`src/hdl/cges_pkg.sv`:
```
// Shared types and constants of the cross-gradient edge suppressor.
// No dependencies; compiled first.
package cges_pkg;

	localparam int DEF_MAX_WIDTH = 1024;
	localparam int ROW_LIMIT     = 4096;

	localparam int NUM_TAPS = 5;
	localparam int TAP_C    = 0;
	localparam int TAP_U    = 1;
	localparam int TAP_L    = 2;
	localparam int TAP_R    = 3;
	localparam int TAP_D    = 4;

	localparam logic [7:0]  PIX_MAX       = 8'd255;
	localparam logic [9:0]  RST_THRESHOLD = 10'd20;
	localparam logic        RST_INVERT    = 1'b1;
	localparam logic [10:0] RST_WIDTH     = 11'd640;
	localparam logic [12:0] RST_HEIGHT    = 13'd480;

	typedef logic [7:0]  pix_t;
	typedef logic [12:0] cfg_data_t;

	typedef enum logic [0:0] {
		OP_PIXEL = 1'b0,
		OP_DRAIN = 1'b1
	} opcode_e;

	typedef enum logic [1:0] {
		CFG_THRESHOLD = 2'd0,
		CFG_INVERT    = 2'd1,
		CFG_WIDTH     = 2'd2,
		CFG_HEIGHT    = 2'd3
	} cfg_reg_e;

	typedef struct packed {
		logic [9:0]  edge_threshold;
		logic        invert_enable;
		logic [10:0] frame_width;
		logic [12:0] frame_height;
	} cfg_t;

	typedef struct packed {
		logic                valid;
		logic                use_sad;
		logic                last;
		logic [NUM_TAPS-1:0] fwd;
		pix_t                wdata;
	} stage_t;

endpackage

```
`src/hdl/cges_ctrl.sv`:
```
// Input stage: history pointers, output raster position, tap addresses.
// Issues history writes and reads; depends on cges_pkg.
module cges_ctrl #(
	parameter  int MAX_WIDTH  = cges_pkg::DEF_MAX_WIDTH,
	localparam int HIST_DEPTH = 2 * MAX_WIDTH + 2,
	localparam int AW         = $clog2(HIST_DEPTH)
) (
	input  logic                 clk,
	input  logic                 arst_n,
	input  cges_pkg::cfg_t       cfg,
	input  logic                 in_valid,
	output logic                 in_ready,
	input  cges_pkg::opcode_e    in_opcode,
	input  cges_pkg::pix_t       in_pixel,
	input  logic                 s1_take,
	output logic                 wr_en,
	output logic [AW-1:0]        wr_addr,
	output cges_pkg::pix_t       wr_data,
	output logic                 rd_en,
	output logic [AW-1:0]        rd_addr [cges_pkg::NUM_TAPS],
	output cges_pkg::stage_t     s1
);
	import cges_pkg::*;

	localparam int PW = $clog2(HIST_DEPTH + 1);
	localparam int KW = PW + 1;
	localparam int WW = $clog2(MAX_WIDTH + 1);
	localparam int CW = $clog2(MAX_WIDTH);
	localparam int RW = $clog2(ROW_LIMIT);
	localparam int HW = RW + 1;

	function automatic logic [AW-1:0] wrap(input logic [AW:0] v);
		logic [AW:0] r;
		r = (v >= (AW+1)'(HIST_DEPTH)) ? v - (AW+1)'(HIST_DEPTH) : v;
		return r[AW-1:0];
	endfunction

	logic [AW-1:0] wr_q;
	logic [PW-1:0] pend_q;
	logic [CW-1:0] ocol_q;
	logic [RW-1:0] orow_q;
	stage_t        s1_q;

	logic [WW-1:0] eff_w;
	logic [HW-1:0] eff_h;
	logic          is_pix, accept, emit, interior, have_next, last;
	logic          col_wrap, row_wrap;
	logic [AW-1:0] wr_inc, wr_e, ctr;
	logic [PW-1:0] pend_inc, pend_e;
	logic [AW:0]   ctr_sum;

	always_comb begin
		if (cfg.frame_width == '0) begin
			eff_w = WW'(1);
		end else if (32'(cfg.frame_width) > MAX_WIDTH) begin
			eff_w = WW'(MAX_WIDTH);
		end else begin
			eff_w = WW'(cfg.frame_width);
		end
		if (cfg.frame_height == '0) begin
			eff_h = HW'(1);
		end else if (32'(cfg.frame_height) > ROW_LIMIT) begin
			eff_h = HW'(ROW_LIMIT);
		end else begin
			eff_h = HW'(cfg.frame_height);
		end
	end

	assign is_pix   = (in_opcode == OP_PIXEL);
	assign in_ready = !s1_q.valid || s1_take;
	assign accept   = in_valid && in_ready;

	assign wr_inc   = (wr_q == AW'(HIST_DEPTH - 1)) ? '0 : wr_q + AW'(1);
	assign pend_inc = (pend_q == PW'(HIST_DEPTH)) ? pend_q : pend_q + PW'(1);
	assign wr_e     = is_pix ? wr_inc : wr_q;
	assign pend_e   = is_pix ? pend_inc : pend_q;

	assign emit = is_pix ? (KW'(pend_e) > KW'(eff_w) + KW'(1)) : (pend_q != '0);

	assign ctr_sum = (AW+1)'(wr_e) + (AW+1)'(HIST_DEPTH) - (AW+1)'(pend_e);
	assign ctr     = wrap(ctr_sum);

	assign rd_addr[TAP_C] = ctr;
	assign rd_addr[TAP_U] = wrap({1'b0, ctr} + (AW+1)'(HIST_DEPTH) - (AW+1)'(eff_w));
	assign rd_addr[TAP_L] = wrap({1'b0, ctr} + (AW+1)'(HIST_DEPTH - 1));
	assign rd_addr[TAP_R] = wrap({1'b0, ctr} + (AW+1)'(1));
	assign rd_addr[TAP_D] = wrap({1'b0, ctr} + (AW+1)'(eff_w));

	assign interior = (orow_q != '0) && (HW'(orow_q) + HW'(2) <= eff_h) &&
	                  (ocol_q != '0) && ((WW+1)'(ocol_q) + (WW+1)'(2) <= (WW+1)'(eff_w));
	assign have_next = KW'(pend_e) > KW'(eff_w);
	assign last      = (HW'(orow_q) + HW'(1) == eff_h) && (WW'(ocol_q) + WW'(1) == eff_w);
	assign col_wrap  = (WW'(ocol_q) + WW'(1) >= eff_w);
	assign row_wrap  = (HW'(orow_q) + HW'(1) >= eff_h);

	assign wr_en   = accept && is_pix;
	assign wr_addr = wr_q;
	assign wr_data = cfg.invert_enable ? PIX_MAX - in_pixel : in_pixel;
	assign rd_en   = accept && emit;
	assign s1      = s1_q;

	always_ff @(posedge clk or negedge arst_n) begin
		if (!arst_n) begin
			wr_q   <= '0;
			pend_q <= '0;
			ocol_q <= '0;
			orow_q <= '0;
			s1_q   <= '0;
		end else if (accept) begin
			wr_q         <= wr_e;
			pend_q       <= emit ? pend_e - PW'(1) : pend_e;
			s1_q.valid   <= emit;
			s1_q.use_sad <= interior && have_next;
			s1_q.last    <= last;
			s1_q.wdata   <= wr_data;
			for (int k = 0; k < NUM_TAPS; k++) begin
				s1_q.fwd[k] <= is_pix && (rd_addr[k] == wr_q);
			end
			if (emit) begin
				ocol_q <= col_wrap ? '0 : ocol_q + CW'(1);
				if (col_wrap) begin
					orow_q <= row_wrap ? '0 : orow_q + RW'(1);
				end
			end
		end else if (s1_take) begin
			s1_q.valid <= 1'b0;
		end
	end

`ifndef NO_ASSERTIONS
	a_pend_range: assert property (@(posedge clk) disable iff (!arst_n)
		pend_q <= PW'(HIST_DEPTH))
		else $error("pending count beyond history depth");
	a_wr_range: assert property (@(posedge clk) disable iff (!arst_n)
		wr_q < AW'(HIST_DEPTH))
		else $error("write pointer beyond history depth");
	a_empty_drain: assert property (@(posedge clk) disable iff (!arst_n)
		(accept && !is_pix && pend_q == '0) |=> !s1_q.valid)
		else $error("drain with nothing pending produced a result");
	a_pend_step: assert property (@(posedge clk) disable iff (!arst_n)
		(accept && !is_pix && pend_q != '0) |=> (pend_q == $past(pend_q) - PW'(1)))
		else $error("drain did not release exactly one pixel");
`endif

endmodule

```
`config.mk`:
```
export PLATFORM = sky130hd
export DESIGN_NAME = cges_ctrl
export DESIGN_NICKNAME = d
export VERILOG_FILES = /design/src/hdl/cges_pkg.sv /design/src/hdl/cges_ctrl.sv
export SDC_FILE = /design/constraint.sdc
export NUM_CORES = 1
export LEC_CHECK = 0
export BUFFER_PORTS_ARGS = -buffer_cell sky130_fd_sc_hd__buf_2
export CAP_MARGIN = 10
export CORE_ASPECT_RATIO = 0.9
export CORE_UTILIZATION = 45
export CTS_CLUSTER_SIZE = 16
export DETAILED_ROUTE_END_ITERATION = 10
export PLACE_DENSITY = 0.63
export RECOVER_POWER = 50
export SETUP_SLACK_MARGIN = 0.4
export SLEW_MARGIN = 20
export SYNTH_ARGS = -nofsm -noshare
export SYNTH_HDL_FRONTEND = slang
export SYNTH_SLANG_ARGS = --single-unit
export TNS_END_PERCENT = 10
```
`constraint.sdc`:
```
create_clock -name clk -period 10.52 [get_ports clk]
set_input_delay 0.526 -clock clk [delete_from_list [all_inputs] [get_ports clk]]
set_output_delay 0.526 -clock clk [all_outputs]
set_load 0.01 [all_outputs]
```
---- Yosys cells after proc, flatten, opt, wreduce, memory -nomap -nowiden ----
Cells that the tools add are included.
cells by class
  add/subtract/negate cells ............... 23
  $lt $le $gt $ge ......................... 13
  equal/unequal tests ..................... 9
  mux-type cells .......................... 20
  bitwise operators ....................... 1
  reduce and logical (&&, ||, !) cells .... 23
operator list
  cell                      count
  $mux W12                  11
  $ge A13 B12 Y1 const B    5
  $eq A12 B12 Y1            5
  $sub A12 B12 Y12 const B  5
  $add A12 B12 Y13 const B  3
  $add A12 B1 Y12 const B   3
  $add A12 B1 Y13 const B   2
  $mux W13                  2
  $eq A12 B12 Y1 const B    2
  $reduce_bool A12 Y1       2
  $mux W11                  2
  $add A12 B11 Y13          1
  $add A12 B2 Y13 const B   1
  $eq A13 B13 Y1            1
  $ge A13 B13 Y1            1
  $gt A13 B13 Y1 const B    1
  $le A13 B13 Y1            1
  $logic_and A1 B1 Y1       13
  $logic_not A13 Y1         1
  $sub A13 B11 Y13          1
  $sub A13 B12 Y13          1
  $add A11 B1 Y12 const B   1
  $gt A12 B11 Y1            1
  $gt A12 B12 Y1            1
  other kinds (20)          22
word-level totals
  bits in registers ....................... 62
  input port bits ......................... 48
  output and inout bits ................... 99
  logic and storage cells ................. 98

---- Logic depth before layout (Yosys ltp) ----
  depth in word-level cells ............... 13
  depth in mapped cells ................... 40
  gate-level depth less buffers ........... 36

---- Worst setup path before layout ----
No wires, ideal clock.
  path type ............................... register to register
  from .................................... register pend_q[2]
  to ...................................... register s1_q (netlist bit s1[9])
  setup time .............................. 0.122 ns
  data arrival time ....................... 8.613 ns
  data required time ...................... 10.398 ns
  slack ................................... 1.786 ns
  stages on the path, launching flop included .. 38
  buffers on the path ..................... 3
  clock period less this slack ............ 8.734 ns
  cell sequence ........................... dfrtp_1 > clkbuf_1 > nor4_1 > nand2_1 > nor4_1 > a31oi_1 > nand2_1 > nor2_1 > xnor2_1 > ha_1 > ha_1 > buf_2 > a21o_1 > a311o_1 > o211ai_2 > o2111ai_1 > o31ai_4 > nand2_2 > [... 2 more ...] > ha_1 > fa_1 > a21o_1 > a21oi_1 > o21bai_1 > a21oi_1 > o21bai_1 > a21o_1 > xor2_1 > nor4b_1 > a21oi_1 > or2_2 > clkbuf_1 > nand3_1 > xor2_1 > xor2_1 > nor4_1 > a32o_1
RTL lines
  element                 line              source
  from (decl)             cges_ctrl.sv:39   logic [PW-1:0] pend_q;
  from (signal assigned)  cges_ctrl.sv:111  pend_q <= emit ? pend_e - PW'(1) : pend_e;
  to (decl)               cges_ctrl.sv:42   stage_t s1_q;

==> results <==
- Across all layers, the routed design uses 11.52k vias.
- The routability congestion estimate from global placement is 0.9395.
- By instance count, the cell type seen most on the critical path is sky130_fd_sc_hd__ha_1.
- The critical path data arrival time is about 9.1 ns.
- The die covers roughly 26000 um^2.
- The cell type of the slowest stage on the worst timing path is sky130_fd_sc_hd__dfrtp_1.
- The checks that failed: capacitance limit, slew limit.
- The antenna diode count is 0.
- In the final design database the tool counted 1788 nets.
- The count of routing violations after the opening detailed-route iteration is 863.
- The number of antenna violations at the first check in global routing is 0.
- The number of global-route vias before repair is 10.85k.
- The total wirelength of the detailed-routed design is between 30000 and 40000 um.
- The setup path with the least slack is of type register to primary output.
- The capture endpoint of the worst hold path is s1[13].
- Counting both buffers and inverters, the worst setup path holds a total of 5.
- The clock tree from TritonCTS is yes.
- The initial core utilization is 46.28%.
- The largest driver fanout on the critical path is 13.
- 147 I/O pins were placed.
- The number of placement rows is 54.
- The biggest area contributor in the post-synthesis netlist is sky130_fd_sc_hd__ha_1.
- The worst setup path is launched from a register.
- The count of non-filler cells in the finished layout is 1938.
- The launch instance of the worst register-to-register path is wr_addr[3].
- The final hold violation count is 0.
- The setup skew after layout is 0.008360 ns.
- In the final layout, the share of cells above drive strength 1 is about an eighth.
- The total CTS buffers is 9.
- The summed negative setup slack over all endpoints is 0 ns.
- The part of the Yosys area used for sequential elements is 13.71%.
- Dividing the detail-routed via count by the number of cells gives 5.942.
- The number of cells on the worst hold path is 2.
- The nature of the critical path endpoint is a primary output.
- In the synthesized netlist, the number of instances is 1494.
- The synthesized flop and latch total is 62.
- In this design, the stage delay of the slowest critical-path cell is between 0.6 and 0.7 ns.
- The floorplan step set the die height to 152.5 um.
- The number of port buffers is about 140.
- The estimated wirelength of the detail-placed design is 29830 um.
- Derived from the worst setup path, the maximum achievable clock frequency is ~0.10 GHz.
- The later pin in the worst-skew pair is clocked with a latency of 0.34 ns.
- The H-tree was split into 3 levels.
- The number of different library cells used by synthesis comes to 95.
- Counting flops with an async set or reset pin after synthesis yields a share of 100.0%.
- The flow ran to the end, but the final reports show violations.
- The startpoint identified for the worst hold timing path is s1[13].
- During synthesis, Yosys emitted a total of 0 warnings.
- The area growth from synthesis to final layout is 11.92%.
- After floorplanning, the core was sized to cover roughly 24000 um^2.
- The number of synthesized flops with an enable pin is 0.
- The clock input transition at the sequential cells of the worst setup and hold paths is 0.06 ns.
- The first global-routing pass estimated 59790 um of wire.
- Setup repair after global routing left no endpoint under its margin.
- The tool flagged a number of max-cap violations equal to 2.
- After synthesis the cells add up to 11320 um^2.
- The synthesized netlist net count is approximately 1.7k.
- The floorplan step set the die width to 169.2 um.
- For the pin with the worst max-slew slack, the measured transition is 3.732 ns.
- The largest delay contributor family on the critical path is simple AND/OR/NAND/NOR gates.
- The clock period could shrink to 9.640 ns.
- In this run the worst hold path is classified as register to register.
- The pin count of the biggest net entering global routing is 63.
- For this design, the CTS-stage hold fixing added 0 buffers.
- At the worst endpoint, the required time is 9.99 ns.
- After detailed placement, the design holds a cell count of roughly 1.9k.
- By area the synthesized netlist is led by sky130_fd_sc_hd__ha_1 (15%), sky130_fd_sc_hd__dfrtp_1 (14%), sky130_fd_sc_hd__xnor2_1 (9.9%).
- The final max-slew violation count is 91.
- Before antenna repair, the detailed router went through 6 iterations.
- Headroom to the max-slew limit came out at -148.8%.
- The count of unresolved DRC violations after routing is 0.
- After layout, the worst path uses 91.63% of the clock period.
- The clock tree root driver cell is sky130_fd_sc_hd__clkbuf_16.
- For the worst flop-to-flop path, the logic depth is 35.
- In the final routed layout, each cell accounts on average for 19.39 um.
- Setup violations remaining at the end of the flow were counted as 0.
- Among all flip-flop cells after synthesis, the most frequent one is sky130_fd_sc_hd__dfrtp_1.
- The clock sink count is 62.
- The clock passes through at most 2 buffers.
- The worst register-to-register path ends at s1[9].
- The area fraction of the dominant cell type after synthesis is 15.48%.
- The mean post-synth cell area is 7.576 um^2.
- The total overflow reported by the global router is 0.
- The number of routed nets with antenna violations is 0.
- For flop-to-flop paths, the worst setup slack is between 1 and 1.5 ns.
- The total global routing track utilization is 29.42%.
[synthesized netlist by cell type, drive strengths merged, types with 4 or more instances]
cell and n:
nand4 32, o2111ai 8, nor2 108, o211a 6, a31oi 14, a211oi 19
or3 15, nor2b 23, nor3 43, xor2 66, clkbuf 52, nand2 136
o21bai 9, a21oi 75, nand4b 6, inv 88, and2 13, and4 6
mux2i 11, or2 15, a21o 25, a2111oi 11, and3 23, o211ai 16
o31a 6, nor4 23, nand2b 34, o21a 17, dfrtp 62, a221oi 4
buf 15, o21ai 81, ha 140, o22ai 7, o31ai 13, mux2 4
nor4b 4, xnor2 131, nand3 67, a211o 9, or4 5
[worst max-delay path by stage]
stage / to / start / cells after the start / slack, ns
finish: rd_addr[37] / wr_addr[3] / 32 / 0.88
global route: rd_addr[45] / wr_addr[3] / 33 / 0.24
CTS: rd_addr[45] / pend_q[2] / 31 / 0.41
detailed placement: s1[9] / pend_q[2] / 33 / 0.73
global placement: s1[9] / pend_q[2] / 33 / 0.83
floorplan: s1[9] / pend_q[2] / 37 / 1.79
[cells in the final DEF (no fill, tap or decap), types with 7 or more instances in the layout]
cell | netlist | final
sky130_fd_sc_hd__nor4_1 | 22 | 21
sky130_fd_sc_hd__or2_2 | 13 | 13
sky130_fd_sc_hd__o211ai_1 | 14 | 14
sky130_fd_sc_hd__and3_1 | 23 | 23
sky130_fd_sc_hd__buf_2 | 5 | 109
sky130_fd_sc_hd__nor2b_1 | 23 | 23
sky130_fd_sc_hd__mux2i_1 | 11 | 11
sky130_fd_sc_hd__o21ai_1 | 9 | 9
sky130_fd_sc_hd__and2_1 | 13 | 12
sky130_fd_sc_hd__a211o_1 | 9 | 9
sky130_fd_sc_hd__a21oi_1 | 71 | 71
sky130_fd_sc_hd__a31oi_1 | 14 | 13
sky130_fd_sc_hd__o21a_1 | 17 | 17
sky130_fd_sc_hd__o2111ai_1 | 8 | 8
sky130_fd_sc_hd__nand3_1 | 66 | 66
sky130_fd_sc_hd__dfrtp_1 | 62 | 62
sky130_fd_sc_hd__nand4_1 | 32 | 32
sky130_fd_sc_hd__nand2b_1 | 34 | 34
sky130_fd_sc_hd__inv_1 | 83 | 83
sky130_fd_sc_hd__clkbuf_1 | 52 | 38
sky130_fd_sc_hd__a21o_1 | 25 | 25
sky130_fd_sc_hd__a211oi_1 | 13 | 13
sky130_fd_sc_hd__o31ai_1 | 11 | 11
sky130_fd_sc_hd__xnor2_1 | 128 | 125
sky130_fd_sc_hd__ha_1 | 140 | 139
sky130_fd_sc_hd__o21ai_0 | 69 | 69
sky130_fd_sc_hd__xor2_1 | 65 | 65
sky130_fd_sc_hd__buf_4 | 4 | 12
sky130_fd_sc_hd__nand2_1 | 135 | 135
sky130_fd_sc_hd__nor2_1 | 105 | 105
sky130_fd_sc_hd__o21bai_1 | 9 | 9
sky130_fd_sc_hd__or3_1 | 15 | 15
sky130_fd_sc_hd__clkbuf_16 | 0 | 9
sky130_fd_sc_hd__o22ai_1 | 7 | 7
sky130_fd_sc_hd__nor3_1 | 43 | 43
[timing repair]
| action | in CTS | in global routing |
|---|---|---|
| hold endpoints to repair | 0 | 0 |
| setup endpoints to repair | 0 | 21 |
| buffers inserted | 0 | 4 |
| gates resized for setup | 0 | 10 |
[layer usage]
metal  vias to the layer above  track usage [%]  wire (um)
li1                       5606                -          -
met1                      5437            42.73      18130
met2                       425            44.80      16060
met3                        48            4.883       2726
met4                         0            7.336        673
met5                         -                0          0
[metrics by stage]
stage          setup WS (ns)  hold slack [ns]  instance area [um^2]  util (%)
6_report              0.8800           0.4737                 12670     51.79
3_5_place_dp          0.7284           0.4646                 12280     50.21
3_3_place_gp          0.8290           0.4613                 12280     50.21
4_1_cts               0.4077           0.4126                 12650     51.73
2_1_floorplan          1.786           0.2304                 11320         -
5_1_grt               0.2396           0.5271                 12670     51.79
[cells by family (layout without fill, tap and decap cells)]
logic type / after synthesis / in the layout / share of synthesized area (%)
compound gates: 355 / 355 / 21.95
xor+xnor: 200 / 200 / 16.12
fa+ha+maj: 145 / 145 / 16.18
buf+inv: 155 / 263 / 5.395
flops: 62 / 62 / 13.71
mux: 15 / 15 / 1.371
other cells: 1 / 1 / 0.03313
simple gates: 561 / 561 / 25.24
[registers in the layout, indices dropped and copies added, names as in the netlist]
name	flops
wr_addr	12
pend_q	12
orow_q	12
s1	16
ocol_q	10
[final cells by class]
type                       count  area (um^2)
clock buffer                  10        239.0
multi-input combinational   1277         9215
timing repair buffer         159        778.2
tap                          336        420.4
sequential                    62         1551
fill                        2440        11790
clock inverter                 6        132.6
inverter                      88        330.3
[worst min-delay path, delay by kind of cell, from the launching register on]
family / cells / cell delay [ns]
AND/OR/NAND/NOR: 2 / 0.10
flip-flops: 1 / 0.34
Power is left out: the tool's default activity adds up to more than one toggle a clock period on the data nets, which glitch-free logic cannot reach.
