--- src/hdl/cges_pkg.sv ---
// Shared types and constants of the cross-gradient edge suppressor.
// No dependencies; compiled first.
package cges_pkg;

	localparam int DEF_MAX_WIDTH = 1024;
	localparam int ROW_LIMIT     = 4096;

	localparam int NUM_TAPS = 5;
	localparam int TAP_C    = 0;
	localparam int TAP_U    = 1;
	localparam int TAP_L    = 2;
	localparam int TAP_R    = 3;
	localparam int TAP_D    = 4;

	localparam logic [7:0]  PIX_MAX       = 8'd255;
	localparam logic [9:0]  RST_THRESHOLD = 10'd20;
	localparam logic        RST_INVERT    = 1'b1;
	localparam logic [10:0] RST_WIDTH     = 11'd640;
	localparam logic [12:0] RST_HEIGHT    = 13'd480;

	typedef logic [7:0]  pix_t;
	typedef logic [12:0] cfg_data_t;

	typedef enum logic [0:0] {
		OP_PIXEL = 1'b0,
		OP_DRAIN = 1'b1
	} opcode_e;

	typedef enum logic [1:0] {
		CFG_THRESHOLD = 2'd0,
		CFG_INVERT    = 2'd1,
		CFG_WIDTH     = 2'd2,
		CFG_HEIGHT    = 2'd3
	} cfg_reg_e;

	typedef struct packed {
		logic [9:0]  edge_threshold;
		logic        invert_enable;
		logic [10:0] frame_width;
		logic [12:0] frame_height;
	} cfg_t;

	typedef struct packed {
		logic                valid;
		logic                use_sad;
		logic                last;
		logic [NUM_TAPS-1:0] fwd;
		pix_t                wdata;
	} stage_t;

endpackage

--- src/hdl/cges_filter.sv ---
// Result stage: neighbor difference sum, threshold compare, output register.
// Depends on cges_pkg.
module cges_filter (
	input  logic             clk,
	input  logic             arst_n,
	input  cges_pkg::stage_t s1,
	input  cges_pkg::pix_t   tap_q [cges_pkg::NUM_TAPS],
	input  logic [9:0]       edge_threshold,
	output logic             s1_take,
	input  logic             out_ready,
	output logic             out_valid,
	output cges_pkg::pix_t   pixel_out,
	output logic             frame_last
);
	import cges_pkg::*;

	function automatic pix_t absdiff(input pix_t a, input pix_t b);
		return (a > b) ? a - b : b - a;
	endfunction

	pix_t       v [NUM_TAPS];
	logic [9:0] sum;
	logic       out_valid_q;
	pix_t       pixel_q;
	logic       last_q;

	always_comb begin
		for (int k = 0; k < NUM_TAPS; k++) begin
			v[k] = s1.fwd[k] ? s1.wdata : tap_q[k];
		end
	end

	assign sum = 10'(absdiff(v[TAP_C], v[TAP_U])) + 10'(absdiff(v[TAP_C], v[TAP_L])) +
	             10'(absdiff(v[TAP_C], v[TAP_R])) + 10'(absdiff(v[TAP_C], v[TAP_D]));

	assign s1_take    = s1.valid && (!out_valid_q || out_ready);
	assign out_valid  = out_valid_q;
	assign pixel_out  = pixel_q;
	assign frame_last = last_q;

	always_ff @(posedge clk or negedge arst_n) begin
		if (!arst_n) begin
			out_valid_q <= 1'b0;
		end else if (s1_take) begin
			out_valid_q <= 1'b1;
		end else if (out_ready) begin
			out_valid_q <= 1'b0;
		end
	end

	always_ff @(posedge clk) begin
		if (s1_take) begin
			pixel_q <= (s1.use_sad && sum > edge_threshold) ? '0 : v[TAP_C];
			last_q  <= s1.last;
		end
	end

endmodule

--- config.mk ---
export PLATFORM = sky130hd
export DESIGN_NAME = cges_filter
export DESIGN_NICKNAME = d
export VERILOG_FILES = /design/src/hdl/cges_pkg.sv /design/src/hdl/cges_filter.sv
export SDC_FILE = /design/constraint.sdc
export NUM_CORES = 1
export LEC_CHECK = 0
export BUFFER_PORTS_ARGS = -buffer_cell sky130_fd_sc_hd__buf_4
export CORE_UTILIZATION = 45
export DETAILED_ROUTE_END_ITERATION = 8
export PLACE_DENSITY = 0.79
export SYNTH_ARGS = -nofsm -noshare
export SYNTH_HDL_FRONTEND = slang
export SYNTH_SLANG_ARGS = --single-unit
--- constraint.sdc ---
create_clock -name clk -period 1.2 [get_ports clk]
set_clock_uncertainty 0.15 [all_clocks]
set_input_delay 0.12 -clock clk [delete_from_list [all_inputs] [get_ports clk]]
set_output_delay 0.12 -clock clk [all_outputs]
set_load 0.03 [all_outputs]
Word level (Yosys, flattened, before mapping)
Cells that the tools add are included.
{ "op_classes": {"mul": 0, "addsub": 11, "n_eq_ne": 0, "n_reduce_logical": 5, "shifts": 0, "order_cmp": 5, "n_mux": 11, "div_mod_pow": 0, "n_bitwise": 0} }
{ "ops": {"columns": ["op", "count"], "rows": [
  ["2-to-1 mux 8 bit", 9],
  ["subtractor 8 bit", 8],
  ["greater-than comparator 8 bit", 4],
  ["adder 10 x 8 -> 10 bit", 1],
  ["adder 9 x 8 -> 10 bit", 1],
  ["greater-than comparator 10 bit", 1],
  ["adder 8 x 8 -> 9 bit", 1],
  ["logical AND 1 bit", 2],
  ["2-to-1 mux 1 bit", 2],
  ["nonzero test 2 bit", 1],
  ["zero test 1 bit", 1],
  ["logical OR 1 bit", 1]
]} }
{ "word_totals": {"mem_count": 0, "mem_bits_ro": 0, "latch_bits": 0, "in_bits": 69, "reg_bits": 10, "output_inout_bits": 11, "ram_bits": 0, "wordCells": 35} }

Longest topological paths before layout
Gate-level depths: netlist of run 1.
{ "depth": {"depth_word": 8, "ltp_mapped": 30} }

Worst setup path before layout of run 1
No wires, ideal clock.
{ "synth_timing": {"path_type": "input -> register", "startpoint": "input port s1[8] (netlist name)", "endpoint": "register pixel_q[1] (netlist: pixel_out[1]) (data pin)", "cell_stages": 28, "setup_slack_ns": -6.110, "t_arrival_ns": 6.868, "n_path_buf": 2, "cell_sequence": "clkbuf_1 > mux2i_1 > inv_1 > fa_1 > a211oi_2 > nor2_2 > a41o_1 > buf_6 > nand2_1 > mux2_1 > fa_1 > inv_1 > fa_1 > inv_1 > ha_1 > inv_1 > fa_1 > nor2b_1 > o21ai_0 > a21boi_0 > o31a_1 > o22a_1 > ha_1 > nand2_1 > o211ai_1 > o311ai_0 > a21oi_1 > nor2_1"} }
{ "synth_lines": {"columns": ["element", "line", "source"], "rows": [
  ["from (decl)", "cges_filter.sv:6", "input cges_pkg::stage_t s1,"],
  ["to (signal assigned)", "cges_filter.sv:53", "pixel_q <= (s1.use_sad && sum > edge_threshold) ? '0 : v[TAP_C];"],
  ["to (decl)", "cges_filter.sv:24", "pix_t pixel_q;"]
]} }

Worst setup path after layout of run 1
{ "layout_timing": {"startpoint": "input port s1[8] (netlist name)", "endpoint": "register pixel_q[4] (netlist: pixel_out[4]) (data pin)"} }
{ "layout_between": {"elab_chain_len": 8} }
{ "layout_lines": {"columns": ["element", "line", "source"], "rows": [
  ["2-to-1 mux 8 bit (*)", "cges_filter.sv:29", "v[k] = s1.fwd[k] ? s1.wdata : tap_q[k];"],
  ["subtractor 8 bit or greater-than comparator 8 bit (tied branches)", "cges_filter.sv:18", "return (a > b) ? a - b : b - a;"],
  ["2-to-1 mux 8 bit", "cges_filter.sv:18", null],
  ["adder 8 x 8 -> 9 bit", "cges_filter.sv:33", "assign sum = 10'(absdiff(v[TAP_C], v[TAP_U])) + 10'(absdiff(v[TAP_C], v[TAP_L])) +"],
  ["adder 9 x 8 -> 10 bit", "cges_filter.sv:33", null],
  ["adder 10 x 8 -> 10 bit", "cges_filter.sv:34", "10'(absdiff(v[TAP_C], v[TAP_R])) + 10'(absdiff(v[TAP_C], v[TAP_D]));"],
  ["greater-than comparator 10 bit", "cges_filter.sv:53", null],
  ["logical AND 1 bit", "cges_filter.sv:53", null]
]} }
Mark *: on every way between the ends. The rest lies on a longest branch, timed or not.
A chain may end at the register's enable or synchronous reset.

==> results of run 1 <==
==> stage by stage <==
step           instance area, sq um  worst slack [ns]  hold slack, ns  utilization, %  cells
2_1_floorplan                  4650             -4.58          -0.326               -    554
3_3_place_gp                   6500             -4.89          -0.254            66.5    907
3_5_place_dp                   6500             -5.12          -0.253            66.5    907
4_1_cts                        6810             -4.53          0.0384            69.7    924
5_1_grt                        6950             -4.92          0.0844            71.1    930
6_report                       6950             -4.72           0.100            71.1    930
==> path summary, 6_finish.rpt <==
path,from,depth (start not counted),to
worst min register to register,out_valid,3,out_valid
worst min-delay path,arst_n,2,out_valid
max in group asynchronous,arst_n,2,out_valid
worst max register to register,out_valid,3,pixel_out[5]
min in group clk,out_ready,4,out_valid
worst max-delay path,s1[8],28,pixel_out[4]
==> power groups by stage <==
stage / Clock (uW) / Sequential [uW] / Combinational (uW)
after CTS: 433 / 719 / 16900
after detailed placement: 0 / 689 / 14600
final: 433 / 724 / 18100
after global routing: 456 / 734 / 19700
after floorplan: 0 / 1040 / 9650
after global placement: 0 / 702 / 13800
==> layout make-up <==
| type | instances | area [sq um] | area share (%) |
|---|---|---|---|
| Multi-Input combinational cell | 429 | 4020 | 57.8 |
| Timing Repair Buffer | 263 | 2070 | 29.8 |
| Inverter | 91 | 344 | 4.95 |
| Sequential cell | 10 | 297 | 4.26 |
| Tap cell | 133 | 166 | 2.39 |
| Clock buffer | 4 | 55.1 | 0.792 |
==> repair_timing <==
item / 4_1_cts / 5_1_grt
endpoints found under the setup margin: 9 / 18
endpoints found under the hold margin: 3 / 0
cloned: 0 / 1
hold buffers: 3 / 0
resized for setup: 34 / 17
pin swaps: 29 / 10
setup buffers: 10 / 5
==> cell families (layout without fill, tap and decap cells) <==
family          count (synthesis)  count (layout)  synth area share, %
mux                            62              62                 13.9
buf+inv                       115             358                 10.9
compound gates                136             136                 20.1
simple gates                  106             106                 12.0
fa+ha+maj                     103             103                 32.3
flops                          10              10                 6.49
xor+xnor                       22              22                 4.24
==> worst reg2reg max path, cell delays in order, from the launching register on <==
cell and delay (ns):
dfrtp_2 0.41, nand2b_1 0.10, and2_4 0.20, clkbuf_16 0.15
==> Yosys cell counts (all sizes together), types with 2 or more instances <==
library cell,number,share of area [%]
nand4,12,1.7
a221o,4,0.88
clkbuf,6,0.50
o22a,2,0.39
o211ai,4,0.66
and2,4,0.55
ha,79,22
a31oi,2,0.28
o21ai,25,2.8
a21o,14,2.3
nor2,22,1.9
o31a,3,0.58
o21a,3,0.50
xor2,9,1.7
fa,24,11
or2,3,0.41
nand2b,4,0.55
nand3,7,0.77
inv,91,7.5
buf,18,2.9
or3,2,0.28
o22ai,4,1.2
nand3b,8,1.3
edfxtp,9,5.9
o21bai,3,0.50
xnor2,13,2.5
mux2i,57,13
nor4,3,0.41
a21oi,50,5.5
nor2b,2,0.28
nor3,12,1.5
nand2,25,2.1
mux2,5,1.4
a211oi,17,3.2
==> layout by cell type (no fill, tap or decap), types with 4 or more instances in the layout <==
| cell | n |
|---|---|
| buf_4 | 250 |
| inv_1 | 85 |
| ha_1 | 71 |
| mux2i_1 | 51 |
| a21oi_1 | 46 |
| nand2_1 | 23 |
| nor2_1 | 20 |
| fa_1 | 20 |
| o21ai_0 | 19 |
| a21o_1 | 13 |
| xnor2_1 | 12 |
| nand4_1 | 12 |
| a211oi_1 | 12 |
| edfxtp_1 | 9 |
| nand3b_1 | 8 |
| xor2_1 | 8 |
| nor3_1 | 8 |
| nand3_1 | 7 |
| inv_2 | 5 |
| mux2_4 | 5 |
| ha_2 | 5 |
| nand2b_1 | 4 |
| nor3_2 | 4 |
| o211ai_1 | 4 |
| a221o_1 | 4 |
| fa_2 | 4 |
| clkbuf_8 | 4 |
| buf_12 | 4 |
| buf_6 | 4 |
==> registers in the layout (all words and copies together), names as in the netlist <==
name	count
out_valid	1
pixel_out	8
frame_last	1
==> per-layer routing <==
layer  vias up  track usage (%)  wire, um
li1       2415                -         -
met1      2465             39.2      6680
met2       284             52.0      8150
met3        79             3.93      1280
met4         0             12.9       905
met5         -                0         0
==> summary.txt, run 1 <==
Worst setup path
  • Crit path max-delay family: adder cells
  • Crit path DAT: 5.77 ns
  • Worst-path fanout max: 8
  • CP Class: in2reg
  • CP startpoint kind: input pin
  • WP buf/inv: 6
  • Slack of the worst reg-to-reg path: -0.08 ns
  • Max stage delay on crit path: 0.53 ns
  • CP most frequent cell: inv_1
  • Worst path required time: 1.04 ns
  • Slowest-stage cell, CP: fa_1
  • Worst setup EP type: flop

Layout
  • Synth-to-layout area growth: 52.9%
  • Fillers: 698
  • Total inserted antenna cells: 0
  • Nets: 970
  • Share of cells above drive strength 1: 41.4%

Yosys
  • Synthesized area: 4550 sq um
  • Yosys Warn Count: 0
  • Fraction of registers with async set/reset: 10.0%
  • #FFs+latches synth: 10
  • Syn_nets: 726
  • Ys flop type: edfxtp_1
  • Mean post-synth cell area: 8.21 sq um
  • Synth Instances: 554
  • Synth cell types: 52
  • Sequential share of the synthesized area: 6.49%
  • Post-synth EDFFs: 9

Placement
  • Dpl hpwl: 13.1 mm
  • Routability cong.: 0.982
  • Port bufs: 79

Timing
  • Part of the cycle the worst path needs: 494%
  • Worst-margin pin slew: 0.402 ns
  • Endpoints failing hold: 0
  • Fmax: 0.169 GHz
  • Final setup viols: 18
  • Tmin final: 5.92 ns
  • Slew headroom: 72.4%
  • RSZ-0062 raised after global routing: yes
  • Slew Limit Fails: 0
  • Setup_tns: -38.43 ns
  • Setup ws final: -4.72 ns

Power
  • PD cells: 2770 nW/um^2
  • Switching power share of the total: 49.2%
  • Part of the power in combinational logic: 94.0%
  • Sequential power share: 3.8%
  • Cell internal pwr: 9790 uW
  • Leakage: 0.00363 uW
  • Max IR drop VDD: 3.34 mV
  • Net Switching: 9460 uW
  • Overall power: 19,300 uW
  • Clock Power Share: 2.2%

Die
  • Ports: 80
  • Core Region: 9770 sq um
  • Die area: 10,500 sq um
  • Initial Util: 46.5%
  • Rows: 36
  • Die Ht: 103 um
  • Die Width: 103 um

Drt
  • Vias/cell: 5.64
  • Routed wire length: 17.0 mm
  • First-pass DRT Iterations: 6
  • First DRT Iteration DRCs: 319
  • Routed wire per std cell: 18.3 um
  • Routed vias: 5,243
  • # DRC: 0
  • Final antenna-violating net count: 0

Flow run
  • Max cap viols: 0

Clocking
  • Max Root-Sink Buffers: 2
  • Clock transition at the registers of the reported paths: 0.05 ns
  • CTS tree: done
  • Root buffer cell: clkbuf_8
  • Clock sinks: 10
  • CTS buffer count: 3
  • Htree depth: 1
  • Worst-skew pair later-pin latency: 0.24 ns

Global route
  • Total GRT Usage: 30.7%
  • Grt ovf: 0
  • Number of global-route vias before repair: 5,238
  • First-pass GRT wire length: 25.1 mm
  • Largest net degree at the start of global routing: 12
  • Initial antenna violation count: 0

Status
  • Failing checks: negative setup slack
  • Run status: finished with violations

Hold path
  • Worst Hold Class: in2async
(Power assumes the default switching activity.)
==> run 2: changes to the inputs <==
--- a/config.mk
+++ b/config.mk
@@ -5,10 +5,11 @@
 export SDC_FILE = /design/constraint.sdc
 export NUM_CORES = 1
 export LEC_CHECK = 0
-export BUFFER_PORTS_ARGS = -buffer_cell sky130_fd_sc_hd__buf_4
 export CORE_UTILIZATION = 45
 export DETAILED_ROUTE_END_ITERATION = 8
-export PLACE_DENSITY = 0.79
+export DONT_BUFFER_PORTS = 1
+export PLACE_DENSITY = 0.72
+export RECOVER_POWER = 25
 export SYNTH_ARGS = -nofsm -noshare
 export SYNTH_HDL_FRONTEND = slang
 export SYNTH_SLANG_ARGS = --single-unit
==> run 2 against run 1 <==
  * The flow still finishes with violations (negative setup slack)
  * Utilization decreased by 7.2 points
  * Register-to-register slack improved by 0.03 ns
  * Global-route usage decreased by 3.2 points
  * Critical path depth decreased by 1
  * Die area unchanged
  * Largest cell class unchanged
==> summary.txt, run 2 (synthesized netlist as in run 1, its figures left out) <==
Status
  • Run status: finished with violations
  • Failing checks: negative setup slack

Clocking
  • Root buffer cell: clkbuf_8
  • Max Root-Sink Buffers: 2
  • Clock sinks: 10
  • CTS buffer count: 3
  • Clock transition at the registers of the reported paths: 0.05 ns
  • Worst-skew pair later-pin latency: 0.24 ns
  • CTS tree: done
  • Htree depth: 1

Hold path
  • Worst hold path stage count: 3
  • Hold path start: out_ready
  • Worst Hold Class: in2reg
  • Hold Path Sink: out_valid

Timing
  • Final hold slack: 0.0727 ns
  • Slew Limit Fails: 0
  • Worst-margin pin slew: 0.412 ns
  • RSZ-0062 raised after global routing: yes
  • Tmin final: 5.55 ns
  • Final setup viols: 18
  • Part of the cycle the worst path needs: 462%
  • Slew headroom: 71.7%
  • Endpoints failing hold: 0
  • Setup ws final: -4.35 ns
  • Fmax: 0.180 GHz

Die
  • Die area: 10,500 sq um
  • Core Region: 9770 sq um
  • Die Width: 103 um
  • Ports: 80
  • Initial Util: 46.5%
  • Rows: 36
  • Die Ht: 103 um

Drt
  • Routed wire per std cell: 17.6 um
  • Uppermost routed layer: met4
  • Met3 WL: 1.04 mm
  • First DRT Iteration DRCs: 252
  • # DRC: 0
  • Routed vias: 4,723
  • Routed wire length: 15.0 mm
  • Metal-1 WL: 6.46 mm
  • Final antenna-violating net count: 0
  • Vias/cell: 5.54
  • First-pass DRT Iterations: 5
  • DR WL met2: 7.04 mm

Placement
  • Port bufs: 0
  • Routability cong.: 0.965
  • Dpl hpwl: 12.7 mm
  • Dpl cell area: 5880 sq um

Layout
  • Post-Layout Inst Area: 6250 sq um
  • Commonest non-fill, non-tap cells in the layout: 172 x buf_4, 87 x inv_1, 73 x ha_1, 52 x mux2i_1, 47 x a21oi_1
  • Nets: 892
  • Max FFs per register: 8
  • Synth-to-layout area growth: 37.4%
  • Commonest non-fill, non-tap cell in the layout: buf_4
  • Share of cells above drive strength 1: 33.4%
  • Total inserted antenna cells: 0

Power
  • PD cells: 2750 nW/um^2
  • Max IR drop VDD: 4.21 mV
  • Leakage: 0.00323 uW

Worst setup path
  • Cells on worst reg2reg path: 3
  • Reg2reg end: pixel_out[2]
  • CP startpoint kind: input pin
  • Crit path DAT: 5.39 ns
  • Crit Reg-Reg Startpoint: out_valid
  • Worst path required time: 1.04 ns
  • Worst-path fanout max: 8
  • CP Class: in2reg
  • Worst setup EP type: flop
  • Slack of the worst reg-to-reg path: -0.05 ns

Global route
  • Largest net degree at the start of global routing: 12
  • Grt ovf: 0
  • Initial antenna violation count: 0
  • First-pass GRT wire length: 22.1 mm
  • Number of global-route vias before repair: 4,585
  • Total GRT Usage: 27.5%

Flow run
  • Max cap viols: 0
-- run 2: timing repair --
action                                 4_1_cts  5_1_grt
hold buffers                                 4        0
resized for setup                            9       26
pin swaps                                    9       16
setup endpoints to repair                    9       18
cloned                                       0        0
endpoints found under the hold margin        3        0
setup buffers                                7        9
-- run 2: power by group --
group          switching [uW]  internal [uW]
clock network             130            232
registers                 391            705
logic                    7870           7830
total                    8400           8760
-- run 2: cell type report --
type                            instances  area [sq um]
Tap cell                              133           166
Multi-Input combinational cell        429          3960
Sequential cell                        10           297
Fill cell                             803          3530
Timing Repair Buffer                  185          1440
Clock buffer                            4          45.0
Inverter                               91           344
-- run 2: per-stage QoR --
stage	worst slack, ns	power, uW	TNS, ns	instances	util, %
2_1_floorplan	-4.58	10700	-37.29	554	-
3_3_place_gp	-4.68	14000	-37.42	828	60.1
3_5_place_dp	-4.83	14800	-38.51	828	60.1
4_1_cts	-4.33	16000	-34.83	843	61.9
5_1_grt	-4.58	18900	-37.23	852	63.9
6_report	-4.35	17200	-35.32	852	63.9
-- run 2: worst max-delay path by stage --
stage / startpoint / to / cells past startpoint / slack [ns]
2_1_floorplan: s1[8] / pixel_out[1] / 28 / -4.58
3_3_place_gp: s1[8] / pixel_out[7] / 24 / -4.68
3_5_place_dp: s1[8] / pixel_out[4] / 24 / -4.83
4_1_cts: s1[8] / pixel_out[4] / 25 / -4.33
5_1_grt: s1[8] / pixel_out[4] / 29 / -4.58
6_report: s1[8] / pixel_out[1] / 27 / -4.35
-- run 2: layer usage --
| metal | GRT usage [%] | vias up |
|---|---|---|
| met3 | 4.61 | 40 |
| met2 | 47.6 | 188 |
| li1 | - | 2259 |
| met1 | 35.0 | 2236 |
| met5 | 0 | - |
| met4 | 7.80 | 0 |
-- run 2: worst max-delay path, cell delays in order --
cell	delay, ns
mux2i_2	0.35
inv_2	0.16
ha_1	0.42
nand2_1	0.07
o21ai_0	0.35
o22ai_4	0.15
buf_12	0.17
mux2_4	0.31
fa_1	0.50
inv_1	0.05
fa_1	0.51
inv_2	0.04
ha_4	0.15
inv_2	0.05
fa_2	0.20
nor2b_1	0.05
o21ai_2	0.15
a21boi_2	0.07
o31a_1	0.31
o22a_1	0.21
ha_4	0.29
nand4_1	0.12
o211ai_1	0.10
o311ai_1	0.13
a21oi_2	0.13
buf_6	0.14
nor2_1	0.05
