===== src/hdl/cges_pkg.sv =====
// Shared types and constants of the cross-gradient edge suppressor.
// No dependencies; compiled first.
package cges_pkg;

	localparam int DEF_MAX_WIDTH = 1024;
	localparam int ROW_LIMIT     = 4096;

	localparam int NUM_TAPS = 5;
	localparam int TAP_C    = 0;
	localparam int TAP_U    = 1;
	localparam int TAP_L    = 2;
	localparam int TAP_R    = 3;
	localparam int TAP_D    = 4;

	localparam logic [7:0]  PIX_MAX       = 8'd255;
	localparam logic [9:0]  RST_THRESHOLD = 10'd20;
	localparam logic        RST_INVERT    = 1'b1;
	localparam logic [10:0] RST_WIDTH     = 11'd640;
	localparam logic [12:0] RST_HEIGHT    = 13'd480;

	typedef logic [7:0]  pix_t;
	typedef logic [12:0] cfg_data_t;

	typedef enum logic [0:0] {
		OP_PIXEL = 1'b0,
		OP_DRAIN = 1'b1
	} opcode_e;

	typedef enum logic [1:0] {
		CFG_THRESHOLD = 2'd0,
		CFG_INVERT    = 2'd1,
		CFG_WIDTH     = 2'd2,
		CFG_HEIGHT    = 2'd3
	} cfg_reg_e;

	typedef struct packed {
		logic [9:0]  edge_threshold;
		logic        invert_enable;
		logic [10:0] frame_width;
		logic [12:0] frame_height;
	} cfg_t;

	typedef struct packed {
		logic                valid;
		logic                use_sad;
		logic                last;
		logic [NUM_TAPS-1:0] fwd;
		pix_t                wdata;
	} stage_t;

endpackage


===== src/hdl/cges_cfg.sv =====
// Configuration register file: threshold, inversion and frame size.
// Depends on cges_pkg.
module cges_cfg (
	input  logic            clk,
	input  logic            arst_n,
	input  logic            wr_valid,
	output logic            wr_ready,
	input  cges_pkg::cfg_reg_e  wr_index,
	input  cges_pkg::cfg_data_t wr_data,
	output cges_pkg::cfg_t  cfg
);
	import cges_pkg::*;

	cfg_t cfg_q;

	assign wr_ready = 1'b1;
	assign cfg      = cfg_q;

	always_ff @(posedge clk or negedge arst_n) begin
		if (!arst_n) begin
			cfg_q.edge_threshold <= RST_THRESHOLD;
			cfg_q.invert_enable  <= RST_INVERT;
			cfg_q.frame_width    <= RST_WIDTH;
			cfg_q.frame_height   <= RST_HEIGHT;
		end else if (wr_valid) begin
			unique case (wr_index)
				CFG_THRESHOLD: cfg_q.edge_threshold <= wr_data[9:0];
				CFG_INVERT:    cfg_q.invert_enable  <= wr_data[0];
				CFG_WIDTH:     cfg_q.frame_width    <= wr_data[10:0];
				CFG_HEIGHT:    cfg_q.frame_height   <= wr_data[12:0];
			endcase
		end
	end

endmodule


===== config.mk =====
export PLATFORM = sky130hd
export DESIGN_NAME = cges_cfg
export DESIGN_NICKNAME = d
export VERILOG_FILES = /design/src/hdl/cges_pkg.sv /design/src/hdl/cges_cfg.sv
export SDC_FILE = /design/constraint.sdc
export NUM_CORES = 1
export LEC_CHECK = 0
export BUFFER_PORTS_ARGS = -buffer_cell sky130_fd_sc_hd__buf_2
export CAP_MARGIN = 20
export CORE_UTILIZATION = 48
export CTS_CLUSTER_SIZE = 12
export DETAILED_ROUTE_END_ITERATION = 8
export PLACE_DENSITY = 0.88
export SLEW_MARGIN = 20
export SYNTH_ARGS = -nofsm -noshare
export SYNTH_HDL_FRONTEND = slang
export SYNTH_SLANG_ARGS = --single-unit
export TNS_END_PERCENT = 1

===== constraint.sdc =====
create_clock -name clk -period 0.9 [get_ports clk]
set_input_delay 0.18 -clock clk [delete_from_list [all_inputs] [get_ports clk]]
set_output_delay 0.18 -clock clk [all_outputs]
set_load 0.03 [all_outputs]

Word level (Yosys, flattened, before mapping) --
Index checks and enable logic that the tools add are counted.
Storage, ports and cells: register bits 35, output and inout bits 36
Operators by class: eq/ne operators 3, reduce and logical (&&, ||, !) cells 5
Operators with widths (count):
- $reduce_and A2 Y1 | 4
- $eq A2 B2 Y1 const B | 2
- $eq A2 B1 Y1 const B | 1
- $logic_not A2 Y1 | 1

Logic depth before layout (Yosys ltp) --
Gate-level depths: netlist of the first run.
word-level depth 2, mapped depth 3, mapped depth without buffers 2

Least setup slack after synthesis of the first run --
OpenSTA, ideal clock, no wires.
path type input to register, start point input wr_index[1], end point register cfg_q, in the netlist cfg[25], arrival 0.832 ns, data required time 0.775 ns, slack -0.057 ns, stages 3, path buffers 1, path through nor3b_2 > buf_4 > mux2_2
On the way: longest elaborated chain between the ends 2
RTL lines:
- from (decl) | RTL line cges_cfg.sv:8 | input cges_pkg::cfg_reg_e wr_index,
- $logic_not A2 Y1 | RTL line cges_cfg.sv:26 | unique case (wr_index)
- $reduce_and A2 Y1 (no line)
- to (decl) | RTL line cges_cfg.sv:14 | cfg_t cfg_q;
Every way passes these cells. A chain may end at the register's enable or synchronous reset.

Worst setup path in the final report of the first run --
start point register cfg_q, in the netlist cfg[7], end point output cfg[7] (netlist name)
RTL lines:
- to (decl) | RTL line cges_cfg.sv:10 | output cges_pkg::cfg_t cfg
No word-level cell between the ends.

==> impl_metrics.env, run 1 <==
export IMPL_yosys_register_bits=35
export IMPL_place_congestion=0.690
export IMPL_clkPwrFrac_pct=17.7
export IMPL_layout_setup_ws_ns=-0.299
export IMPL_synth_seq_area_share_pct=61.8
export IMPL_critical_path_top_delay_family="flip-flops"
export IMPL_cts_buffer_depth=2
export IMPL_drt_first_iter_violations=33
export IMPL_slew_viol_final=0
export IMPL_irDropWorstVdd_mv=1.42
export IMPL_swShare_pct=33.7
export IMPL_combPwrFrac_pct=38.9
export IMPL_r2r_start="cfg[5]"
export IMPL_power_frac_seq_pct=43.5
export IMPL_finalSetupViolations=35
export IMPL_std_cell_rows=19
export IMPL_p_leak_nw=1.06
export IMPL_grtUsageTotal_pct=22.3
export IMPL_placed_cells_incl_taps=166
export IMPL_final_layout_size_suffix_gt1_share_pct=78.6
export IMPL_syn_inst=79
export IMPL_min_period_ns=1.20
export IMPL_antenna_diode_count=0
export IMPL_clk_latency_ns=0.32
export IMPL_cts_buffers=5
export IMPL_syn_to_final_growth_pct=48.2
export IMPL_r2r_setup_slack_ns=0.07
export IMPL_p_per_area_nw_per_um2=2350
export IMPL_utilization_pct=75.8
export IMPL_cp_start_kind="register"
export IMPL_die_w_um=56.7
export IMPL_grt_pass1_wl_um=5170
export IMPL_ff2ff_path_depth=2
export IMPL_rsz0062_at_grt="true"
export IMPL_io_pins=54
export IMPL_ys_types=10
export IMPL_cts_reportedPaths_clkPinSlew_ns=0.10
export IMPL_portBuffers=52
export IMPL_cts_root_buf="clkbuf_4"
export IMPL_violations="DRC, setup timing"
export IMPL_routed_wl_um=3070
export IMPL_crit_arrival_ns=1.02
export IMPL_crit_path_max_fanout=2
export IMPL_synth_top_area_share_pct=45.3
export IMPL_syn_area_per_cell_um2=18.2
export IMPL_p_int_mw=3.31
export IMPL_tritoncts="done"
export IMPL_die_area_um2=3210
export IMPL_via_per_inst=5.16
export IMPL_htree_levels=2
export IMPL_syn_num_nets=97
export IMPL_start_util_pct=51.2
export IMPL_grt_remaining_overflow=0
export IMPL_cp_slowest_cell="dfstp_2"
export IMPL_post_route_period_util_pct=133
export IMPL_switchingPower_mw=1.68
export IMPL_routedWlPerCell_um=17.4
export IMPL_core_area_um2=2810
export IMPL_cpPeakStageDelay_ns=0.56
export IMPL_skew_ns=0
export IMPL_first_global_vias=972
export IMPL_min_path_cells=2
export IMPL_grt_max_degree=36
export IMPL_p_total_mw=4.99
export IMPL_vias=909
export IMPL_synth_top_area_cell="dfrtp_1"
export IMPL_crit_path_cell_trace="buf_6"
export IMPL_status="finished with violations"
export IMPL_hold_class="in -> reg"
export IMPL_final_antenna_net_count=0
export IMPL_ys_warn_count=0
export IMPL_dp_final_hpwl_um=1970
export IMPL_worstPathBufferInverterCount=1
export IMPL_cts_sinks=35
export IMPL_hold_path_end="cfg[11]"
export IMPL_hold_viol=0
export IMPL_crit_type="reg -> out"
export IMPL_worstHoldStart="wr_data[11]"
export IMPL_end_kind="output pin"
export IMPL_syn_area_um2=1440
export IMPL_drc_errors=8
export IMPL_cap_violations=0
export IMPL_dieHeight_um=56.7
export IMPL_synth_area_leaders="dfrtp_1 (45%), mux2_4 (21%), dfstp_2 (16%), mux2_2 (12%), buf_6 (1.6%)"
export IMPL_layout_cells_non_filler=176
export IMPL_largest_reg_flops=35
export IMPL_antenna_found_initial=0
export IMPL_clock_fmax_mhz=834
export IMPL_final_nets=162
export IMPL_firstDrtPassIters=6
export IMPL_r2r_end="cfg[5]"
export IMPL_cp_required_ns=0.72
[cells by family after synthesis]
kind of cell	Yosys count	share of synthesized area [%]
flops	35	61.8
buf+inv	4	2.62
simple gates	4	2.62
other cells	1	0.261
mux	35	32.7
[stage by stage]
step                cell area (µm²)  hold WS (ns)  setup TNS (ns)  setup WS, ns
floorplan                      1480        -0.116          -0.735       -0.0498
global placement               1830         0.149           -7.01        -0.243
detailed placement             1830         0.156           -7.60        -0.260
CTS                            2130        0.0632           -7.56        -0.319
global route                   2130        0.0609           -8.65        -0.346
finish                         2130        0.0783           -6.98        -0.299
[cells in the final DEF (no fill, tap or decap)]
cell type	Yosys	routed
nor3b_4	0	1
clkbuf_8	0	1
clkinv_2	0	1
clkbuf_4	0	5
mux2_2	15	7
mux2_4	20	28
conb_1	1	1
nand3_2	1	1
dlygate4sd3_1	0	1
buf_2	0	17
dfrtp_1	26	26
nand3b_1	2	2
buf_6	2	35
dfstp_2	9	9
clkbuf_1	0	1
buf_4	2	6
buf_12	0	3
[power groups by stage]
stage,logic (mW),registers (mW),clock network (mW)
after global placement,1.53,2.10,0
final,1.94,2.17,0.882
after floorplan,0.464,2.72,0
after global routing,2.02,2.20,0.992
after CTS,1.93,2.16,0.911
after detailed placement,1.56,2.11,0
[per-layer routing]
| layer | part of all wire [%] | GRT usage (%) | routed length [µm] |
|---|---|---|---|
| met5 | 0 | 0 | 0 |
| met4 | 1.7 | 8.57 | 53 |
| met3 | 5.3 | 6.68 | 162 |
| met2 | 53 | 37.9 | 1630 |
| met1 | 40 | 26.3 | 1220 |
[Yosys cell counts (all sizes together)]
cell,n
dfstp,9
buf,4
dfrtp,26
nand3b,2
mux2,35
nor3b,1
conb,1
nand3,1
[cell type report]
cell class / instances / area, µm²
clock buffers: 7 / 55.1
clock inverters: 1 / 5.00
fillers: 185 / 678
multi-input cells: 40 / 547
flip-flops and latches: 35 / 887
well taps: 31 / 38.8
repair buffers: 62 / 594
[worst max-delay path by stage]
stage | start | end | depth (start not counted)
after global routing | cfg[29] | cfg[29] | 1
after floorplan | wr_index[1] | cfg[25] | 3
after CTS | cfg[7] | cfg[7] | 1
final | cfg[7] | cfg[7] | 1
after global placement | wr_index[1] | cfg[32] | 4
after detailed placement | wr_index[1] | cfg[30] | 4
[timing repair]
action,in CTS,in global routing
hold buffers,1,0
setup endpoints to repair,35,35
gates resized for setup,70,0
hold endpoints to repair,33,0
setup buffers,1,0
(Power assumes the default switching activity.)
==> run 2, diff against run 1 <==
--- a/config.mk
+++ b/config.mk
@@ -13,2 +13,3 @@
 export PLACE_DENSITY = 0.88
+export REMOVE_ABC_BUFFERS = 1
 export SLEW_MARGIN = 20
@@ -17,2 +18,2 @@
 export SYNTH_SLANG_ARGS = --single-unit
-export TNS_END_PERCENT = 1
+export TNS_END_PERCENT = 20
==> constraint.sdc (replaced) <==
create_clock -name clk -period 0.9 [get_ports clk]
set_input_delay 0.09 -clock clk [delete_from_list [all_inputs] [get_ports clk]]
set_output_delay 0.09 -clock clk [all_outputs]
set_load 0.03 [all_outputs]
==> impl_metrics.env, run 2 (synthesized netlist as in run 1, its figures left out) <==
export IMPL_firstDrtPassIters=5
export IMPL_hold_viol=0
export IMPL_slew_viol_final=0
export IMPL_final_nets=171
export IMPL_cp_required_ns=0.81
export IMPL_die_area_um2=3210
export IMPL_cp_slowest_cell="dfstp_2"
export IMPL_grt_pass1_wl_um=5030
export IMPL_via_per_inst=5.10
export IMPL_topRoutingLayerUsed="met4"
export IMPL_grtUsageTotal_pct=21.7
export IMPL_fillers=153
export IMPL_final_common_cell="buf_6"
export IMPL_hold_ws_ns=0.00804
export IMPL_r2r_setup_slack_ns=0.03
export IMPL_cts_reportedPaths_clkPinSlew_ns=0.12
export IMPL_p_total_mw=4.96
export IMPL_largest_reg_flops=35
export IMPL_clock_fmax_mhz=878
export IMPL_r2r_start="cfg[24]"
export IMPL_tritoncts="done"
export IMPL_cp_start_kind="register"
export IMPL_drc_errors=5
export IMPL_cts_buffers=5
export IMPL_rsz0062_at_grt="true"
export IMPL_end_kind="output pin"
export IMPL_routedWlPerCell_um=17.0
export IMPL_worstPathBufferInverterCount=1
export IMPL_grt_remaining_overflow=0
export IMPL_portBuffers=52
export IMPL_min_path_cells=2
export IMPL_io_pins=54
export IMPL_core_area_um2=2810
export IMPL_drt_first_iter_violations=19
export IMPL_std_cell_rows=19
export IMPL_crit_path_max_fanout=2
export IMPL_wl_met1_um=1390
export IMPL_post_route_period_util_pct=127
export IMPL_antenna_diode_count=0
export IMPL_dp_final_hpwl_um=2000
export IMPL_cap_violations=0
export IMPL_hold_class="in -> reg"
export IMPL_skew_ns=0
export IMPL_syn_to_final_growth_pct=51.2
export IMPL_min_period_ns=1.14
export IMPL_finalSetupViolations=35
export IMPL_dieHeight_um=56.7
export IMPL_crit_path_cell_trace="buf_6"
export IMPL_die_w_um=56.7
export IMPL_worstHoldStart="wr_data[3]"
export IMPL_cts_sinks=35
export IMPL_first_global_vias=1018
export IMPL_final_layout_size_suffix_gt1_share_pct=75.3
export IMPL_utilization_pct=77.3
export IMPL_crit_arrival_ns=1.05
export IMPL_cpPeakStageDelay_ns=0.57
export IMPL_routed_wl_um=3150
export IMPL_r2r_end="cfg[24]"
export IMPL_wl_met2_um=1600
export IMPL_start_util_pct=51.2
export IMPL_grt_max_degree=36
export IMPL_place_congestion=0.642
export IMPL_clk_latency_ns=0.35
export IMPL_cts_buffer_depth=2
export IMPL_final_antenna_net_count=0
export IMPL_multi_input_area_um2=510
export IMPL_antenna_found_initial=0
export IMPL_crit_type="reg -> out"
export IMPL_irDropWorstVdd_mv=1.64
export IMPL_layout_setup_ws_ns=-0.239
export IMPL_ff2ff_path_depth=2
export IMPL_p_leak_nw=1.07
export IMPL_seqCellArea_um2=887
export IMPL_vias=943
export IMPL_hold_path_end="cfg[3]"
export IMPL_met3_length_um=135
export IMPL_p_per_area_nw_per_um2=2290
export IMPL_htree_levels=2
export IMPL_violations="DRC, setup timing"
export IMPL_critical_path_top_delay_family="flip-flops"
export IMPL_cts_root_buf="clkbuf_4"
export IMPL_status="finished with violations"
export IMPL_layout_common_cells="buf_6 (35), dfrtp_1 (26), mux2_4 (20), buf_2 (17), mux2_2 (15)"
-- run 2: cell count changes in the layout (fill, tap and decap cells not counted) --
cell           change
buf_4              +2
clkbuf_8           -1
clkinvlp_4         +1
dlygate4sd3_1      +7
mux2_2             +8
mux2_4             -8
nor3b_2            +1
nor3b_4            -1
-- run 2: worst max path at each step --
stage                     slack, ns        start  cells after the start  endpoint
after floorplan               -0.23  wr_index[0]                      2   cfg[13]
after global placement        -0.15  wr_index[1]                      4   cfg[32]
after detailed placement      -0.17  wr_index[1]                      4   cfg[31]
after CTS                     -0.24      cfg[24]                      1   cfg[24]
after global routing          -0.26      cfg[24]                      1   cfg[24]
final                         -0.24      cfg[24]                      1   cfg[24]
-- run 2: timing repair --
| item | 4_1_cts | 5_1_grt |
|---|---|---|
| hold buffers | 8 | 0 |
| pin swaps | 0 | 0 |
| endpoints found under the hold margin | 45 | 0 |
| setup endpoints to repair | 35 | 35 |
| gates cloned | 0 | 0 |
| setup buffers | 4 | 0 |
| gates resized for setup | 70 | 0 |
-- run 2: metrics by stage --
step / cell area [µm²] / setup TNS [ns] / setup slack [ns] / instances
after floorplan: 1400 / -4.30 / -0.233 / 75
after global placement: 1790 / -2.72 / -0.145 / 165
after detailed placement: 1790 / -3.26 / -0.172 / 165
after CTS: 2170 / -4.49 / -0.236 / 185
after global routing: 2170 / -5.33 / -0.262 / 185
final: 2170 / -4.17 / -0.239 / 185
-- run 2: area by class of cell --
cell class	count	area share [%]
clock buffers	6	1.90
clock inverters	2	0.577
multi-input cells	40	23.5
flip-flops and latches	35	40.9
well taps	31	1.79
repair buffers	71	31.3
-- run 2: layer usage --
metal  global-route usage [%]  vias to the layer above
met4                     8.93                        0
met2                     35.7                       38
li1                         -                      421
met1                     27.6                      481
met3                     5.07                        3
met5                        0                        -
-- run 2: where the power goes --
part | switching, mW | internal (mW) | total [mW] | leakage (nW)
combinational | 0.944 | 1.01 | 1.95 | 0.637
sequential | 0.235 | 1.93 | 2.16 | 0.402
clock | 0.544 | 0.301 | 0.845 | 0.0282
total | 1.72 | 3.24 | 4.96 | 1.07
==> run 3, diff against run 2 <==
GPL_TIMING_DRIVEN = 0   (was unset)
==> impl_metrics.env, run 3 (synthesized netlist as in run 1, its figures left out) <==
export IMPL_cts_sinks=35
export IMPL_post_route_period_util_pct=125
export IMPL_first_global_vias=1102
export IMPL_routedWlPerCell_um=17.2
export IMPL_min_path_cells=2
export IMPL_tritoncts="done"
export IMPL_antenna_diode_count=0
export IMPL_syn_to_final_growth_pct=52.7
export IMPL_crit_path_max_fanout=2
export IMPL_irDropWorstVdd_mv=1.81
export IMPL_std_cell_rows=19
export IMPL_cts_buffers=5
export IMPL_htree_levels=2
export IMPL_cp_slowest_cell="dfstp_2"
export IMPL_grt_pass1_wl_um=5240
export IMPL_crit_type="reg -> out"
export IMPL_dpl_instance_area_um2=1700
export IMPL_final_common_cell="buf_6"
export IMPL_min_period_ns=1.12
export IMPL_antenna_found_initial=0
export IMPL_r2r_start="cfg[17]"
export IMPL_io_pins=54
export IMPL_final_layout_size_suffix_gt1_share_pct=73.0
export IMPL_clk_latency_ns=0.34
export IMPL_layout_common_cells="buf_6 (35), dfrtp_1 (26), mux2_4 (20), buf_2 (16), mux2_2 (15)"
export IMPL_vias=959
export IMPL_dp_final_hpwl_um=1760
export IMPL_cp_start_kind="register"
export IMPL_drc_errors=4
export IMPL_critical_path_top_delay_family="flip-flops"
export IMPL_crit_path_cell_trace="buf_6"
export IMPL_rsz0062_at_grt="true"
export IMPL_finalSetupViolations=36
export IMPL_die_area_um2=3210
export IMPL_start_util_pct=51.2
export IMPL_r2r_setup_slack_ns=0
export IMPL_layout_setup_ws_ns=-0.222
export IMPL_slew_viol_final=0
export IMPL_clock_fmax_mhz=891
export IMPL_drt_first_iter_violations=18
export IMPL_dieHeight_um=56.7
export IMPL_p_leak_nw=1.08
export IMPL_place_congestion=0.645
export IMPL_die_w_um=56.7
export IMPL_cts_buffer_depth=2
export IMPL_worstHoldStart="wr_data[0]"
export IMPL_cp_depth=1
export IMPL_firstDrtPassIters=6
export IMPL_grt_remaining_overflow=0
export IMPL_hold_viol=0
export IMPL_final_antenna_net_count=0
export IMPL_r2r_end="cfg[17]"
export IMPL_end_kind="output pin"
export IMPL_ff2ff_path_depth=2
export IMPL_crit_arrival_ns=1.03
export IMPL_final_nets=176
export IMPL_violations="DRC, setup timing"
export IMPL_cts_root_buf="clkbuf_4"
export IMPL_routed_wl_um=3260
export IMPL_cts_reportedPaths_clkPinSlew_ns=0.11
export IMPL_cap_violations=0
export IMPL_portBuffers=52
export IMPL_dpl_worst_slack_ns=-0.679
export IMPL_largest_reg_flops=35
export IMPL_startpoint="cfg[6]"
export IMPL_grtUsageTotal_pct=23.0
export IMPL_status="finished with violations"
export IMPL_core_area_um2=2810
export IMPL_hold_class="in -> reg"
export IMPL_hold_ws_ns=0.0299
export IMPL_worstPathBufferInverterCount=1
export IMPL_endpoint="cfg[6]"
export IMPL_via_per_inst=5.05
export IMPL_cpPeakStageDelay_ns=0.56
export IMPL_skew_ns=0
export IMPL_cp_required_ns=0.81
export IMPL_p_per_area_nw_per_um2=2260
export IMPL_grt_max_degree=36
export IMPL_fin_area_um2=2190
run 3: cell count changes in the layout (fill, tap and decap cells not counted), sizes merged:
cell         change
buf              -1
clkbuf           +1
dlygate4sd3      +5
run 3: layout make-up:
class                      count  area (µm²)
timing repair buffer          76         694
multi-input combinational     40         517
clock inverter                 2        12.5
tap                           31        38.8
fill                         160         614
clock buffer                   6        41.3
sequential                    35         887
run 3: metrics by stage:
step | util, % | TNS, ns | cells | power [mW]
after detailed placement | 60.5 | -16.93 | 158 | 3.58
after floorplan | - | -4.30 | 75 | 3.13
after global routing | 78.1 | -5.54 | 190 | 5.16
after global placement | 60.5 | -16.16 | 158 | 3.53
final | 78.1 | -4.10 | 190 | 4.96
after CTS | 76.7 | -4.93 | 185 | 4.92
run 3: how the worst min path moves through the flow:
stage	to	slack, ns
6_report	cfg[25]	0.03
5_1_grt	cfg[13]	0.02
4_1_cts	cfg[13]	0.009
3_5_place_dp	cfg[0]	0.19
3_3_place_gp	cfg[15]	0.18
2_1_floorplan	cfg[0]	-0.21
run 3: power by group:
group          internal, mW  switching [mW]
clock                 0.301           0.518
combinational          1.03           0.953
sequential             1.93           0.230
run 3: layer usage:
| layer | track usage [%] | wire, µm | up-vias |
|---|---|---|---|
| li1 | - | - | 432 |
| met1 | 24.7 | 1250 | 481 |
| met2 | 40.5 | 1780 | 38 |
| met3 | 6.91 | 149 | 8 |
| met4 | 11.8 | 80 | 0 |
| met5 | 0 | 0 | - |
run 3: repair_timing:
action                     in CTS  in global routing
pin swaps                       1                  0
setup endpoints to repair      56                 61
hold buffers                   13                  0
hold endpoints to repair       53                  0
buffers inserted                6                  5
gates resized for setup        71                  1
